$ cat src/hw/rtl/pste_pkg.sv
// Shared constants, register codes and helper functions of the power switch thermal estimator.
package pste_pkg;

  // Field widths of the sample, result and register channels.
  localparam int SAMPLE_BITS = 20;
  localparam int DEV_W       = 8;
  localparam int STEP_W      = 16;
  localparam int TIME_W      = 32;
  localparam int NOM_W       = 18;
  localparam int CLAMP_W     = 19;
  localparam int TEMP_W      = 24;
  localparam int RES0_W      = 20;
  localparam int RES_W       = 21;
  localparam int KCOOL_W     = 20;
  localparam int ALPHA_W     = 24;

  // Configuration channel.
  localparam int CFG_IDX_W  = 3;
  localparam int CFG_DATA_W = 24;

  localparam logic [CFG_IDX_W-1:0] REG_NOM_CURRENT = 3'd0;
  localparam logic [CFG_IDX_W-1:0] REG_NOM_VOLTAGE = 3'd1;
  localparam logic [CFG_IDX_W-1:0] REG_AMBIENT     = 3'd2;
  localparam logic [CFG_IDX_W-1:0] REG_BASE_RES    = 3'd3;
  localparam logic [CFG_IDX_W-1:0] REG_COOLING     = 3'd4;
  localparam logic [CFG_IDX_W-1:0] REG_ALPHA       = 3'd5;

  // Register values after reset.
  localparam logic [NOM_W-1:0]   NOM_CURRENT_RST = 18'd79155;
  localparam logic [NOM_W-1:0]   NOM_VOLTAGE_RST = 18'd48333;
  localparam logic [TEMP_W-1:0]  AMBIENT_RST     = 24'd76326;
  localparam logic [RES0_W-1:0]  BASE_RES_RST    = 20'd10486;
  localparam logic [KCOOL_W-1:0] COOLING_RST     = 20'd49152;
  localparam logic [ALPHA_W-1:0] ALPHA_RST       = 24'd33554;

  // Shared multiplier.
  localparam int MUL_W  = 32;
  localparam int PROD_W = 2 * MUL_W;

  // Exponential: one table factor per bit of the Q16 exponent.
  localparam int EXP_STEPS   = 32;
  localparam int X_W         = 32;
  localparam int EXP_BITS    = (EXP_STEPS < X_W) ? EXP_STEPS : X_W;
  localparam int EXP_IDX_W   = $clog2(EXP_BITS);
  localparam int EXP_TAB_LEN = 48;
  localparam int EXP_TAB_W   = $clog2(EXP_TAB_LEN);

  // Clamp a two's complement sample to 0..2x nominal.
  function automatic logic [CLAMP_W-1:0] clamp_sample(
    input logic [SAMPLE_BITS-1:0] raw,
    input logic [NOM_W-1:0]       nominal
  );
    localparam int CMP_W = (SAMPLE_BITS > CLAMP_W) ? SAMPLE_BITS : CLAMP_W;
    logic [CLAMP_W-1:0] limit;
    logic [CLAMP_W-1:0] result;
    limit = {nominal, 1'b0};
    if (raw[SAMPLE_BITS-1]) begin
      result = '0;
    end else if (CMP_W'(raw) > CMP_W'(limit)) begin
      result = limit;
    end else begin
      result = CLAMP_W'(raw);
    end
    return result;
  endfunction

  // exp(-2^(j-16)) in Q32; factors past index 20 round to zero.
  function automatic logic [MUL_W-1:0] exp_factor(input logic [EXP_TAB_W-1:0] idx);
    logic [MUL_W-1:0] f;
    case (idx)
      6'd0:    f = 32'd4294901760;
      6'd1:    f = 32'd4294836226;
      6'd2:    f = 32'd4294705160;
      6'd3:    f = 32'd4294443040;
      6'd4:    f = 32'd4293918848;
      6'd5:    f = 32'd4292870656;
      6'd6:    f = 32'd4290775039;
      6'd7:    f = 32'd4286586875;
      6'd8:    f = 32'd4278222805;
      6'd9:    f = 32'd4261543595;
      6'd10:   f = 32'd4228380000;
      6'd11:   f = 32'd4162825044;
      6'd12:   f = 32'd4034748382;
      6'd13:   f = 32'd3790295335;
      6'd14:   f = 32'd3344923893;
      6'd15:   f = 32'd2605029347;
      6'd16:   f = 32'd1580030169;
      6'd17:   f = 32'd581260615;
      6'd18:   f = 32'd78665070;
      6'd19:   f = 32'd1440801;
      6'd20:   f = 32'd483;
      default: f = '0;
    endcase
    return f;
  endfunction

endpackage

$ cat src/hw/rtl/pste_cfg_if.sv
// Register write channel of the power switch thermal estimator.
interface pste_cfg_if import pste_pkg::*; ();
  logic                  valid;
  logic                  ready;
  logic [CFG_IDX_W-1:0]  index;
  logic [CFG_DATA_W-1:0] data;

  modport source (output valid, index, data, input ready);
  modport sink   (input valid, index, data, output ready);
endinterface

$ cat src/hw/rtl/pste_in_if.sv
// Sample request channel of the power switch thermal estimator.
interface pste_in_if import pste_pkg::*; ();
  logic                          valid;
  logic                          ready;
  logic [DEV_W-1:0]              device_id;
  logic [STEP_W-1:0]             step_number;
  logic [TIME_W-1:0]             sample_time;
  logic signed [SAMPLE_BITS-1:0] sample_current;
  logic signed [SAMPLE_BITS-1:0] sample_voltage;

  modport source (output valid, device_id, step_number, sample_time, sample_current,
                  sample_voltage, input ready);
  modport sink   (input valid, device_id, step_number, sample_time, sample_current,
                  sample_voltage, output ready);
endinterface

$ cat src/hw/rtl/pste_out_if.sv
// Result request channel of the power switch thermal estimator.
interface pste_out_if import pste_pkg::*; ();
  logic               valid;
  logic               ready;
  logic [DEV_W-1:0]   device_out;
  logic [STEP_W-1:0]  step_out;
  logic [TIME_W-1:0]  time_out;
  logic [CLAMP_W-1:0] clamped_current;
  logic [CLAMP_W-1:0] clamped_voltage;
  logic [TEMP_W-1:0]  temperature_out;
  logic [RES_W-1:0]   resistance_out;
  logic               current_high;
  logic               voltage_high;

  modport source (output valid, device_out, step_out, time_out, clamped_current,
                  clamped_voltage, temperature_out, resistance_out, current_high,
                  voltage_high, input ready);
  modport sink   (input valid, device_out, step_out, time_out, clamped_current,
                  clamped_voltage, temperature_out, resistance_out, current_high,
                  voltage_high, output ready);
endinterface

$ cat src/hw/rtl/power_switch_thermal_estimator.sv
// Top level of the power switch thermal estimator: sequencer, datapath and registers.
//
// One sample request is taken at a time and produces one result request. All products
// go through a single registered 32x32 multiplier under a small sequencer. Fixed
// multiply steps (SQ, KDT, RLO, RHI, CLO, CHI, HLO, HHI, HEAT) form power, cooling and
// heating, TEMP updates the temperature and XMUL and XGET form the exponent alpha*T. The
// exp(-alpha*T) loop then visits one exponent bit per cycle and spends an extra step
// (ERND) on each set bit after the first to round the product. RMUL and RFIN form the
// resistance, DONE commits the result and IDLE takes the next sample. The time from accept
// to accept grows with every set exponent bit beyond the first; the exponent loop sets
// the spread. The result sits in an output register, so a new sample is taken while the
// last result still waits; a sample that finishes while the previous result is still
// waiting holds until that result is taken, which adds those stall cycles. Register
// writes are taken only while no sample is in work, ahead of a waiting sample request,
// and apply from the next sample on.
module power_switch_thermal_estimator import pste_pkg::*; (
  input  logic       clk,
  input  logic       rst,
  pste_cfg_if.sink   cfg,
  pste_in_if.sink    samples,
  pste_out_if.source results
);

  // Working widths of the fixed-point datapath.
  localparam int SUM_W  = CLAMP_W + 1;
  localparam int SS_W   = 2 * SUM_W;
  localparam int KD_W   = KCOOL_W + TIME_W - 16;
  localparam int PS_W   = RES_W + SS_W;
  localparam int P_W    = PS_W - 26;
  localparam int CS_W   = KD_W + TEMP_W;
  localparam int CL_W   = CS_W - 16;
  localparam int HS_W   = P_W + TIME_W;
  localparam int HEAT_W = HS_W - 24;
  localparam int TC_W   = CL_W + 2;
  localparam int NT_W   = TC_W + 1;
  localparam int RE_W   = RES0_W + MUL_W;
  localparam int RS_W   = RES0_W + 34;

  // Sequencer states.
  localparam logic [4:0] ST_IDLE = 5'd0;
  localparam logic [4:0] ST_SQ   = 5'd1;
  localparam logic [4:0] ST_KDT  = 5'd2;
  localparam logic [4:0] ST_RLO  = 5'd3;
  localparam logic [4:0] ST_RHI  = 5'd4;
  localparam logic [4:0] ST_CLO  = 5'd5;
  localparam logic [4:0] ST_CHI  = 5'd6;
  localparam logic [4:0] ST_HLO  = 5'd7;
  localparam logic [4:0] ST_HHI  = 5'd8;
  localparam logic [4:0] ST_HEAT = 5'd9;
  localparam logic [4:0] ST_TEMP = 5'd10;
  localparam logic [4:0] ST_XMUL = 5'd11;
  localparam logic [4:0] ST_XGET = 5'd12;
  localparam logic [4:0] ST_EXP  = 5'd13;
  localparam logic [4:0] ST_ERND = 5'd14;
  localparam logic [4:0] ST_RMUL = 5'd15;
  localparam logic [4:0] ST_RFIN = 5'd16;
  localparam logic [4:0] ST_DONE = 5'd17;

  logic [4:0] state;

  // Configuration registers.
  logic [NOM_W-1:0]   nom_i;
  logic [NOM_W-1:0]   nom_v;
  logic [TEMP_W-1:0]  amb;
  logic [RES0_W-1:0]  r0;
  logic [KCOOL_W-1:0] kcool;
  logic [ALPHA_W-1:0] alpha;

  // Model state carried from sample to sample.
  logic [TEMP_W-1:0]  temperature;
  logic [RES_W-1:0]   resistance;
  logic [CLAMP_W-1:0] prev_cur;
  logic [TIME_W-1:0]  last_time;

  // Per-sample working registers.
  logic [DEV_W-1:0]     dev;
  logic [STEP_W-1:0]    stepn;
  logic [TIME_W-1:0]    tm;
  logic [CLAMP_W-1:0]   cur;
  logic [CLAMP_W-1:0]   volt;
  logic                 cur_hi;
  logic                 volt_hi;
  logic [SUM_W-1:0]     s;
  logic [TIME_W-1:0]    dt;
  logic                 hot;
  logic [TEMP_W-1:0]    mag;
  logic [SS_W-1:0]      ss;
  logic [KD_W-1:0]      kd;
  logic [PROD_W-1:0]    acc;
  logic [P_W-1:0]       p;
  logic [CL_W-1:0]      cool;
  logic [TC_W-1:0]      tc;
  logic [HEAT_W-1:0]    heat;
  logic [TEMP_W-1:0]    tnew;
  logic [X_W-1:0]       x;
  logic [MUL_W-1:0]     e;
  logic                 e_one;
  logic [EXP_IDX_W-1:0] j;
  logic [RES_W-1:0]     rnew;

  // Output register.
  logic               out_valid;
  logic [DEV_W-1:0]   out_dev;
  logic [STEP_W-1:0]  out_step;
  logic [TIME_W-1:0]  out_time;
  logic [CLAMP_W-1:0] out_cur;
  logic [CLAMP_W-1:0] out_volt;
  logic [TEMP_W-1:0]  out_temp;
  logic [RES_W-1:0]   out_res;
  logic               out_cur_hi;
  logic               out_volt_hi;

  // Combinational values.
  logic               accept;
  logic               commit;
  logic [CLAMP_W-1:0] in_cur;
  logic [CLAMP_W-1:0] in_volt;
  logic [TIME_W-1:0]  in_dt;
  logic               in_hot;
  logic [TEMP_W-1:0]  in_mag;
  logic [MUL_W-1:0]   mul_a;
  logic [MUL_W-1:0]   mul_b;
  logic [PROD_W-1:0]  prod;
  logic [MUL_W-1:0]   fac;
  logic [PS_W-1:0]    p_sum;
  logic [CS_W-1:0]    cool_sum;
  logic [HS_W-1:0]    heat_sum;
  logic [TC_W-1:0]    t_ext;
  logic [TC_W-1:0]    cool_ext;
  logic [NT_W-1:0]    nt_sum;
  logic [TEMP_W-1:0]  t_sat;
  logic [X_W-1:0]     x_next;
  logic               x_ovf;
  logic [PROD_W-1:0]  e_rnd;
  logic [RE_W-1:0]    r0e;
  logic [RS_W-1:0]    r_sum;
  logic               j_last;

  // Handshakes. Register writes are taken only between samples and go ahead of a
  // waiting sample request, so a sample never sees a register change mid-way.
  assign cfg.ready     = (state == ST_IDLE);
  assign samples.ready = (state == ST_IDLE) && !cfg.valid;
  assign accept        = samples.valid && samples.ready;
  assign commit        = (state == ST_DONE) && (!out_valid || results.ready);

  // Sample conditioning at accept time.
  assign in_cur  = clamp_sample(samples.sample_current, nom_i);
  assign in_volt = clamp_sample(samples.sample_voltage, nom_v);
  assign in_dt   = (samples.sample_time >= last_time) ? samples.sample_time - last_time : '0;
  assign in_hot  = (temperature >= amb);
  assign in_mag  = in_hot ? temperature - amb : amb - temperature;

  // Operand selection for the shared multiplier.
  assign fac = exp_factor(EXP_TAB_W'(j));

  always_comb begin
    mul_a = '0;
    mul_b = '0;
    case (state)
      ST_SQ: begin
        mul_a = MUL_W'(s);
        mul_b = MUL_W'(s);
      end
      ST_KDT: begin
        mul_a = MUL_W'(kcool);
        mul_b = dt;
      end
      ST_RLO: begin
        mul_a = MUL_W'(resistance);
        mul_b = ss[MUL_W-1:0];
      end
      ST_RHI: begin
        mul_a = MUL_W'(resistance);
        mul_b = MUL_W'(ss[SS_W-1:MUL_W]);
      end
      ST_CLO: begin
        mul_a = kd[MUL_W-1:0];
        mul_b = MUL_W'(mag);
      end
      ST_CHI: begin
        mul_a = MUL_W'(kd[KD_W-1:MUL_W]);
        mul_b = MUL_W'(mag);
      end
      ST_HLO: begin
        mul_a = p[MUL_W-1:0];
        mul_b = dt;
      end
      ST_HHI: begin
        mul_a = MUL_W'(p[P_W-1:MUL_W]);
        mul_b = dt;
      end
      ST_XMUL: begin
        mul_a = MUL_W'(alpha);
        mul_b = MUL_W'(tnew);
      end
      ST_EXP: begin
        mul_a = e;
        mul_b = fac;
      end
      ST_RMUL: begin
        mul_a = MUL_W'(r0);
        mul_b = e;
      end
      default: ;
    endcase
  end

  pste_mul u_mul (
    .clk  (clk),
    .a    (mul_a),
    .b    (mul_b),
    .prod (prod)
  );

  // Recombination of split products.
  assign p_sum    = acc[PS_W-1:0] + {prod[PS_W-MUL_W-1:0], {MUL_W{1'b0}}};
  assign cool_sum = acc[CS_W-1:0] + {prod[CS_W-MUL_W-1:0], {MUL_W{1'b0}}};
  assign heat_sum = HS_W'(acc) + {prod[HS_W-MUL_W-1:0], {MUL_W{1'b0}}};

  // Temperature step: old temperature moved by cooling, then heating added.
  assign t_ext    = TC_W'(temperature);
  assign cool_ext = TC_W'(cool);
  assign nt_sum   = {tc[TC_W-1], tc} + NT_W'(heat);

  always_comb begin
    if (nt_sum[NT_W-1]) begin
      t_sat = '0;
    end else if (nt_sum[NT_W-2:TEMP_W] != '0) begin
      t_sat = '1;
    end else begin
      t_sat = nt_sum[TEMP_W-1:0];
    end
  end

  // Exponent and its loop control.
  assign x_next = prod[X_W+15:16];
  assign x_ovf  = (x_next >> EXP_STEPS) != '0;
  assign e_rnd  = prod + (PROD_W'(1) << (MUL_W - 1));
  assign j_last = (j == EXP_IDX_W'(EXP_BITS - 1));

  // Resistance: R0 * (2 - e), rounded half up.
  assign r0e   = e_one ? {r0, {MUL_W{1'b0}}} : prod[RE_W-1:0];
  assign r_sum = {1'b0, r0, 33'd0} - RS_W'(r0e) + (RS_W'(1) << 31);

  // Sequencer, configuration registers and model state.
  always_ff @(posedge clk) begin
    if (rst) begin
      state       <= ST_IDLE;
      out_valid   <= 1'b0;
      e_one       <= 1'b1;
      j           <= '0;
      nom_i       <= NOM_CURRENT_RST;
      nom_v       <= NOM_VOLTAGE_RST;
      amb         <= AMBIENT_RST;
      r0          <= BASE_RES_RST;
      kcool       <= COOLING_RST;
      alpha       <= ALPHA_RST;
      temperature <= AMBIENT_RST;
      resistance  <= RES_W'(BASE_RES_RST);
      prev_cur    <= '0;
      last_time   <= '0;
    end else begin
      // Register writes.
      if (cfg.valid && cfg.ready) begin
        case (cfg.index)
          REG_NOM_CURRENT: nom_i <= cfg.data[NOM_W-1:0];
          REG_NOM_VOLTAGE: nom_v <= cfg.data[NOM_W-1:0];
          REG_AMBIENT:     amb   <= cfg.data[TEMP_W-1:0];
          REG_BASE_RES:    r0    <= cfg.data[RES0_W-1:0];
          REG_COOLING:     kcool <= cfg.data[KCOOL_W-1:0];
          REG_ALPHA:       alpha <= cfg.data[ALPHA_W-1:0];
          default: ;
        endcase
      end

      // The output slot empties when its request is taken.
      if (out_valid && results.ready) begin
        out_valid <= 1'b0;
      end

      case (state)
        ST_IDLE: begin
          if (accept) begin
            state <= ST_SQ;
          end
        end
        ST_SQ:   state <= ST_KDT;
        ST_KDT:  state <= ST_RLO;
        ST_RLO:  state <= ST_RHI;
        ST_RHI:  state <= ST_CLO;
        ST_CLO:  state <= ST_CHI;
        ST_CHI:  state <= ST_HLO;
        ST_HLO:  state <= ST_HHI;
        ST_HHI:  state <= ST_HEAT;
        ST_HEAT: state <= ST_TEMP;
        ST_TEMP: state <= ST_XMUL;
        ST_XMUL: state <= ST_XGET;
        ST_XGET: begin
          j <= '0;
          if (x_ovf) begin
            e_one <= 1'b0;
            state <= ST_RMUL;
          end else begin
            e_one <= 1'b1;
            state <= ST_EXP;
          end
        end
        ST_EXP: begin
          if (x[j] && !e_one) begin
            state <= ST_ERND;
          end else begin
            // First set bit loads its factor directly; clear bits pass.
            if (x[j]) begin
              e_one <= 1'b0;
            end
            if (j_last) begin
              state <= ST_RMUL;
            end else begin
              j <= j + 1'b1;
            end
          end
        end
        ST_ERND: begin
          if (j_last) begin
            state <= ST_RMUL;
          end else begin
            j     <= j + 1'b1;
            state <= ST_EXP;
          end
        end
        ST_RMUL: state <= ST_RFIN;
        ST_RFIN: state <= ST_DONE;
        ST_DONE: begin
          if (commit) begin
            out_valid   <= 1'b1;
            temperature <= tnew;
            resistance  <= rnew;
            prev_cur    <= cur;
            last_time   <= tm;
            state       <= ST_IDLE;
          end
        end
        default: state <= ST_IDLE;
      endcase
    end
  end

  // Datapath registers, loaded by the step that produces them.
  always_ff @(posedge clk) begin
    case (state)
      ST_IDLE: begin
        if (accept) begin
          dev     <= samples.device_id;
          stepn   <= samples.step_number;
          tm      <= samples.sample_time;
          cur     <= in_cur;
          volt    <= in_volt;
          cur_hi  <= (in_cur > CLAMP_W'(nom_i));
          volt_hi <= (in_volt > CLAMP_W'(nom_v));
          s       <= SUM_W'(prev_cur) + SUM_W'(in_cur);
          dt      <= in_dt;
          hot     <= in_hot;
          mag     <= in_mag;
        end
      end
      ST_KDT:  ss   <= prod[SS_W-1:0];
      ST_RLO:  kd   <= prod[KD_W+15:16];
      ST_RHI:  acc  <= prod;
      ST_CLO:  p    <= p_sum[PS_W-1:26];
      ST_CHI:  acc  <= prod;
      ST_HLO:  cool <= cool_sum[CS_W-1:16];
      ST_HHI: begin
        acc <= prod;
        tc  <= hot ? t_ext - cool_ext : t_ext + cool_ext;
      end
      ST_HEAT: heat <= heat_sum[HS_W-1:24];
      ST_TEMP: tnew <= t_sat;
      ST_XGET: begin
        x <= x_next;
        if (x_ovf) begin
          e <= '0;
        end
      end
      ST_EXP: begin
        if (x[j] && e_one) begin
          e <= fac;
        end
      end
      ST_ERND: e    <= e_rnd[PROD_W-1:MUL_W];
      ST_RFIN: rnew <= r_sum[RES_W+31:32];
      default: ;
    endcase

    // Result payload.
    if (commit) begin
      out_dev     <= dev;
      out_step    <= stepn;
      out_time    <= tm;
      out_cur     <= cur;
      out_volt    <= volt;
      out_temp    <= tnew;
      out_res     <= rnew;
      out_cur_hi  <= cur_hi;
      out_volt_hi <= volt_hi;
    end
  end

  assign results.valid           = out_valid;
  assign results.device_out      = out_dev;
  assign results.step_out        = out_step;
  assign results.time_out        = out_time;
  assign results.clamped_current = out_cur;
  assign results.clamped_voltage = out_volt;
  assign results.temperature_out = out_temp;
  assign results.resistance_out  = out_res;
  assign results.current_high    = out_cur_hi;
  assign results.voltage_high    = out_volt_hi;

endmodule

$ cat src/hw/rtl/pste_mul.sv
// Shared 32x32 unsigned multiplier with a registered product.
module pste_mul import pste_pkg::*; (
  input  logic              clk,
  input  logic [MUL_W-1:0]  a,
  input  logic [MUL_W-1:0]  b,
  output logic [PROD_W-1:0] prod
);

  // The product is registered: it appears on prod in the cycle after the operands are presented.
  always_ff @(posedge clk) begin
    prod <= a * b;
  end

endmodule

$ cat src/flat_wrapper.sv
// flat-port wrapper written by rule: the top's interface ports become plain ports
module power_switch_thermal_estimator_flat import pste_pkg::*;
  (clk, rst, cfg_valid, cfg_index, cfg_data, cfg_ready, samples_valid, samples_device_id, samples_step_number, samples_sample_time, samples_sample_current, samples_sample_voltage, samples_ready, results_valid, results_device_out, results_step_out, results_time_out, results_clamped_current, results_clamped_voltage, results_temperature_out, results_resistance_out, results_current_high, results_voltage_high, results_ready);
  pste_cfg_if cfg_i ();
  pste_in_if samples_i ();
  pste_out_if results_i ();
  input  logic clk;
  input  logic rst;
  input wire logic [$bits(cfg_i.valid)-1:0] cfg_valid;
  input wire logic [$bits(cfg_i.index)-1:0] cfg_index;
  input wire logic [$bits(cfg_i.data)-1:0] cfg_data;
  output wire logic [$bits(cfg_i.ready)-1:0] cfg_ready;
  input wire logic [$bits(samples_i.valid)-1:0] samples_valid;
  input wire logic [$bits(samples_i.device_id)-1:0] samples_device_id;
  input wire logic [$bits(samples_i.step_number)-1:0] samples_step_number;
  input wire logic [$bits(samples_i.sample_time)-1:0] samples_sample_time;
  input wire logic [$bits(samples_i.sample_current)-1:0] samples_sample_current;
  input wire logic [$bits(samples_i.sample_voltage)-1:0] samples_sample_voltage;
  output wire logic [$bits(samples_i.ready)-1:0] samples_ready;
  output wire logic [$bits(results_i.valid)-1:0] results_valid;
  output wire logic [$bits(results_i.device_out)-1:0] results_device_out;
  output wire logic [$bits(results_i.step_out)-1:0] results_step_out;
  output wire logic [$bits(results_i.time_out)-1:0] results_time_out;
  output wire logic [$bits(results_i.clamped_current)-1:0] results_clamped_current;
  output wire logic [$bits(results_i.clamped_voltage)-1:0] results_clamped_voltage;
  output wire logic [$bits(results_i.temperature_out)-1:0] results_temperature_out;
  output wire logic [$bits(results_i.resistance_out)-1:0] results_resistance_out;
  output wire logic [$bits(results_i.current_high)-1:0] results_current_high;
  output wire logic [$bits(results_i.voltage_high)-1:0] results_voltage_high;
  input wire logic [$bits(results_i.ready)-1:0] results_ready;
  assign cfg_i.valid = cfg_valid;
  assign cfg_i.index = cfg_index;
  assign cfg_i.data = cfg_data;
  assign cfg_ready = cfg_i.ready;
  assign samples_i.valid = samples_valid;
  assign samples_i.device_id = samples_device_id;
  assign samples_i.step_number = samples_step_number;
  assign samples_i.sample_time = samples_sample_time;
  assign samples_i.sample_current = samples_sample_current;
  assign samples_i.sample_voltage = samples_sample_voltage;
  assign samples_ready = samples_i.ready;
  assign results_valid = results_i.valid;
  assign results_device_out = results_i.device_out;
  assign results_step_out = results_i.step_out;
  assign results_time_out = results_i.time_out;
  assign results_clamped_current = results_i.clamped_current;
  assign results_clamped_voltage = results_i.clamped_voltage;
  assign results_temperature_out = results_i.temperature_out;
  assign results_resistance_out = results_i.resistance_out;
  assign results_current_high = results_i.current_high;
  assign results_voltage_high = results_i.voltage_high;
  assign results_i.ready = results_ready;
  power_switch_thermal_estimator u_core (.clk(clk), .rst(rst), .cfg(cfg_i), .samples(samples_i), .results(results_i));
endmodule
$ cat config.mk
export PLATFORM = sky130hd
export DESIGN_NAME = power_switch_thermal_estimator_flat
export DESIGN_NICKNAME = d
export VERILOG_FILES = /design/src/hw/rtl/pste_pkg.sv /design/src/hw/rtl/pste_cfg_if.sv /design/src/hw/rtl/pste_in_if.sv /design/src/hw/rtl/pste_out_if.sv /design/src/hw/rtl/power_switch_thermal_estimator.sv /design/src/hw/rtl/pste_mul.sv /design/src/flat_wrapper.sv
export SDC_FILE = /design/constraint.sdc
export NUM_CORES = 2
export LEC_CHECK = 0
export CAP_MARGIN = 5
export CORE_AREA = 2 2 461 463
export CTS_BUF_LIST = sky130_fd_sc_hd__clkbuf_8
export CTS_CLUSTER_DIAMETER = 30
export CTS_CLUSTER_SIZE = 30
export DETAILED_ROUTE_END_ITERATION = 10
export DIE_AREA = 0 0 463 465
export DONT_BUFFER_PORTS = 1
export GPL_TIMING_DRIVEN = 0
export HOLD_SLACK_MARGIN = 0.12
export PLACE_DENSITY = 0.64
export RECOVER_POWER = 50
export SETUP_SLACK_MARGIN = 0.3
export SYNTH_ARGS = -nofsm -noshare
export SYNTH_HDL_FRONTEND = slang
export SYNTH_SLANG_ARGS = --single-unit
$ cat constraint.sdc
create_clock -name clk -period 16 [get_ports clk]
set_clock_uncertainty 0.1 [all_clocks]
set_input_delay 3.2 -clock clk [delete_from_list [all_inputs] [get_ports clk]]
set_output_delay 3.2 -clock clk [all_outputs]
set_load 0.05 [all_outputs]
==> impl_results.md <==
* Final hold slack at 306.4 ps
* EDFF count, synth at 715
* Post-synth top cells: inv_1, nand2_1, fa_1
* PortBufs at 0
* NetSw at 4.101 mW
* Hold-fix buffers, CTS at 0
* Final core utilization at 43.67%
* Critical Path End: u_core.u_mul.prod[57]
* CTS Sinks at between 1000 and 1500
* FF-to-FF path depth at 38
* Actual slew at the worst max-slew pin at 3391 ps
* Max incr delay on CP at 980 ps
* Max_slew headroom at -126.0%
* Core Area at about 210000 µm²
* Initial DRT Pass Iterations at 10
* Critical Path Source: u_core.state[3]
* Synth Cell Area at 83890 µm²
* Max-slew violations at 277
* Syn-to-layout area delta at 9.745%
* Post-Route WL at 343600 µm
* Pint at 5.385 mW
* Via/cell ratio at between 5 and 6
* Pwr/cell area at 103.0 nW/µm²
* Highest Clock Rate at 65.77 MHz
* Max Cap Viol at 11
* Async set-or-reset flop fraction in the synthesized netlist at 0%
* Top-count cell post-synth: inv_1
* CTS root buf: clkbuf_8
* CTS clk-pin slew, worst paths at about 80 ps
* Gr ovfl total at 0
* R2R setup slack at between 700 and 800 ps
* Hold crit path type: reg2reg
* Initial antenna violation count at 25
* Top cell by count, worst path: fa_1
* CP startpoint kind: flop
* Cells after Synth at 8641
* Unrepaired setup endpoints after global routing: false
* Clock tree from TritonCTS: built
* Vias in the first global route at 65780
* Routed len/inst at ~29 µm
* CP max FO at 10
* Sequential share of the synthesized area at 33.42%
* Cell variety after synth at 94
* Deepest level of the CTS H-tree at 4
* Placer Congestion at 1.014
* Largest net degree at the start of global routing at 71
* Via count at 67640
* Status: finished, violations left
* Worst setup EP type: flop
* Share of layout cells above drive strength 1 at roughly 5%
* Register bit total from synthesis at 1043
* Power share of the clock group at between 20% and 30%
* Syn Area/Cell at ~9.7 µm²
* Fin crit period at about 15000 ps
* Layout net count at about 10000
* Worst vdd ir at 0.0001018 V
* Fin crit share at 95.03%
* Remaining antenna violation count at 0
* Sequential Power Share at 35.5%
* Initial Util at around 40%
* Post-CTS Setup Repair Bufs at 0
* Io pins at 272
* Clock Latency Late Sink at ~930 ps
* Final Hold Viols at 0
* Comb power frac at 36.4%
* Post-CTS sizing at 0
* Final setup violating endpoints at 0
* Leakage power at 39.07 nW
* Syn_nets at 10270
* Crit path DAT at between 15000 and 20000 ps
* Start of the worst register-to-register path: u_core.state[3]
* Detailed Place HPWL at about 280000 µm
* Synth area leader: edfxtp_1
* Main synth FF type: edfxtp_1
* Total track usage at 31.42%
* Drt drc at 0
* Worst Path Required at roughly 17000 ps
* Max clock buf depth at 3
* Net Sw Frac at 43.23%
* Synth Warn # at 0
* Fill count at roughly 20000
* Die X-Extent at 463 µm
* Row Count at approximately 170
* Synth top area cells: edfxtp_1, fa_1, ha_1
* FF-to-FF End: u_core.u_mul.prod[57]
* DIE AREA at 215300 µm²
* Failing checks: max-capacitance violations, max-slew violations
* CP Class: reg2reg
* Die height at roughly 470 µm
* DR iter-0 viols at 8614
* First-pass GRT wire length at 481800 µm
* Total CTS buffers at 165
* Slowest CP cell: clkbuf_1
* Share of the synthesized area in the top cell type at 25.59%
[worst min path at each step]
stage	from	end	slack (ps)	cells past startpoint
floorplan	u_core.acc[16]	u_core.cool[0]	300	0
global placement	u_core.stepn[4]	u_core.results.step_out[4]	300	0
detailed placement	u_core.volt[5]	u_core.results.clamped_voltage[5]	300	0
CTS	u_core.volt[1]	u_core.results.clamped_voltage[1]	310	0
global route	u_core.dev[0]	u_core.results.device_out[0]	310	0
finish	u_core.dev[0]	u_core.results.device_out[0]	310	0
[stage by stage]
stage	cell area, µm²	instances	setup WS (ps)	total power [mW]	setup TNS, ps
final	92070	11830	795.9	9.486	0
after global routing	92050	11830	606.7	9.814	0
after CTS	92210	11820	1398	9.438	0
after detailed placement	88280	11510	1455	6.774	0
after global placement	87420	11460	-904.8	6.706	-5846
after floorplan	83890	8641	4594	5.157	0
[registers in the layout, indices dropped and copies added, names as in the netlist, 35 cells and up]
signal	flops
u_core.acc	48
u_core.heat	43
u_core.p	35
u_core.cool	44
u_core.kd	36
u_core.u_mul.prod	64
u_core.tc	46
u_core.ss	40
[metal layers]
layer | vias to the layer above | GRT usage [%] | share of wire (%)
met5 | - | 0 | 0.039
met4 | 16 | 15.06 | 5.7
met3 | 758 | 7.301 | 11
met2 | 3792 | 46.38 | 42
met1 | 34040 | 43.50 | 41
li1 | 29040 | - | -
[cell type report]
class | instances | area (µm²) | share of cell area, %
buffer | 422 | 1654 | 1.797
sequential | 1043 | 28040 | 30.45
tap | 2821 | 3530 | 3.834
timing repair buffer | 49 | 516.7 | 0.5613
inverter | 1245 | 4673 | 5.076
multi-input combinational | 5931 | 49700 | 53.98
clock buffer | 173 | 2381 | 2.586
clock inverter | 139 | 1549 | 1.682
antenna | 10 | 25.02 | 0.02718
[placed cells by master (no fill, tap or decap), types with 173 or more instances in the layout]
cell type  instances
inv_1           1248
nand2_1         1183
fa_1             904
nor2_1           822
edfxtp_1         715
ha_1             594
a21oi_1          502
clkbuf_1         394
dfxtp_1          328
o21ai_0          244
clkbuf_8         173
[critical path, delay by kind of cell, from the launching register on]
kind / cells / cell delay, ps
AO/OA/AOI/OAI: 11 / 4050
adder cells (fa/ha/maj): 9 / 4540
buffers and inverters: 11 / 3870
flip-flops: 1 / 350
AND/OR/NAND/NOR: 7 / 2050
[power groups by stage]
stage	Sequential, mW	Combinational (mW)	Clock (mW)
finish	3.37	3.45	2.66
global route	3.35	3.64	2.81
CTS	3.35	3.39	2.70
detailed placement	3.40	3.37	0
global placement	3.43	3.28	0
floorplan	3.24	1.92	0
[cell families after synthesis]
family,after synthesis,synth area share (%)
AOI/OAI and AO/OA,1441,11.07
xor gates and xnor gates,270,2.819
adders and majority gates,1498,30.43
buffers and inverters,1667,7.532
DFF,1043,33.42
muxes,96,1.305
and+or+nand+nor,2626,13.42
No activity file was read; power rests on OpenSTA's default activity.
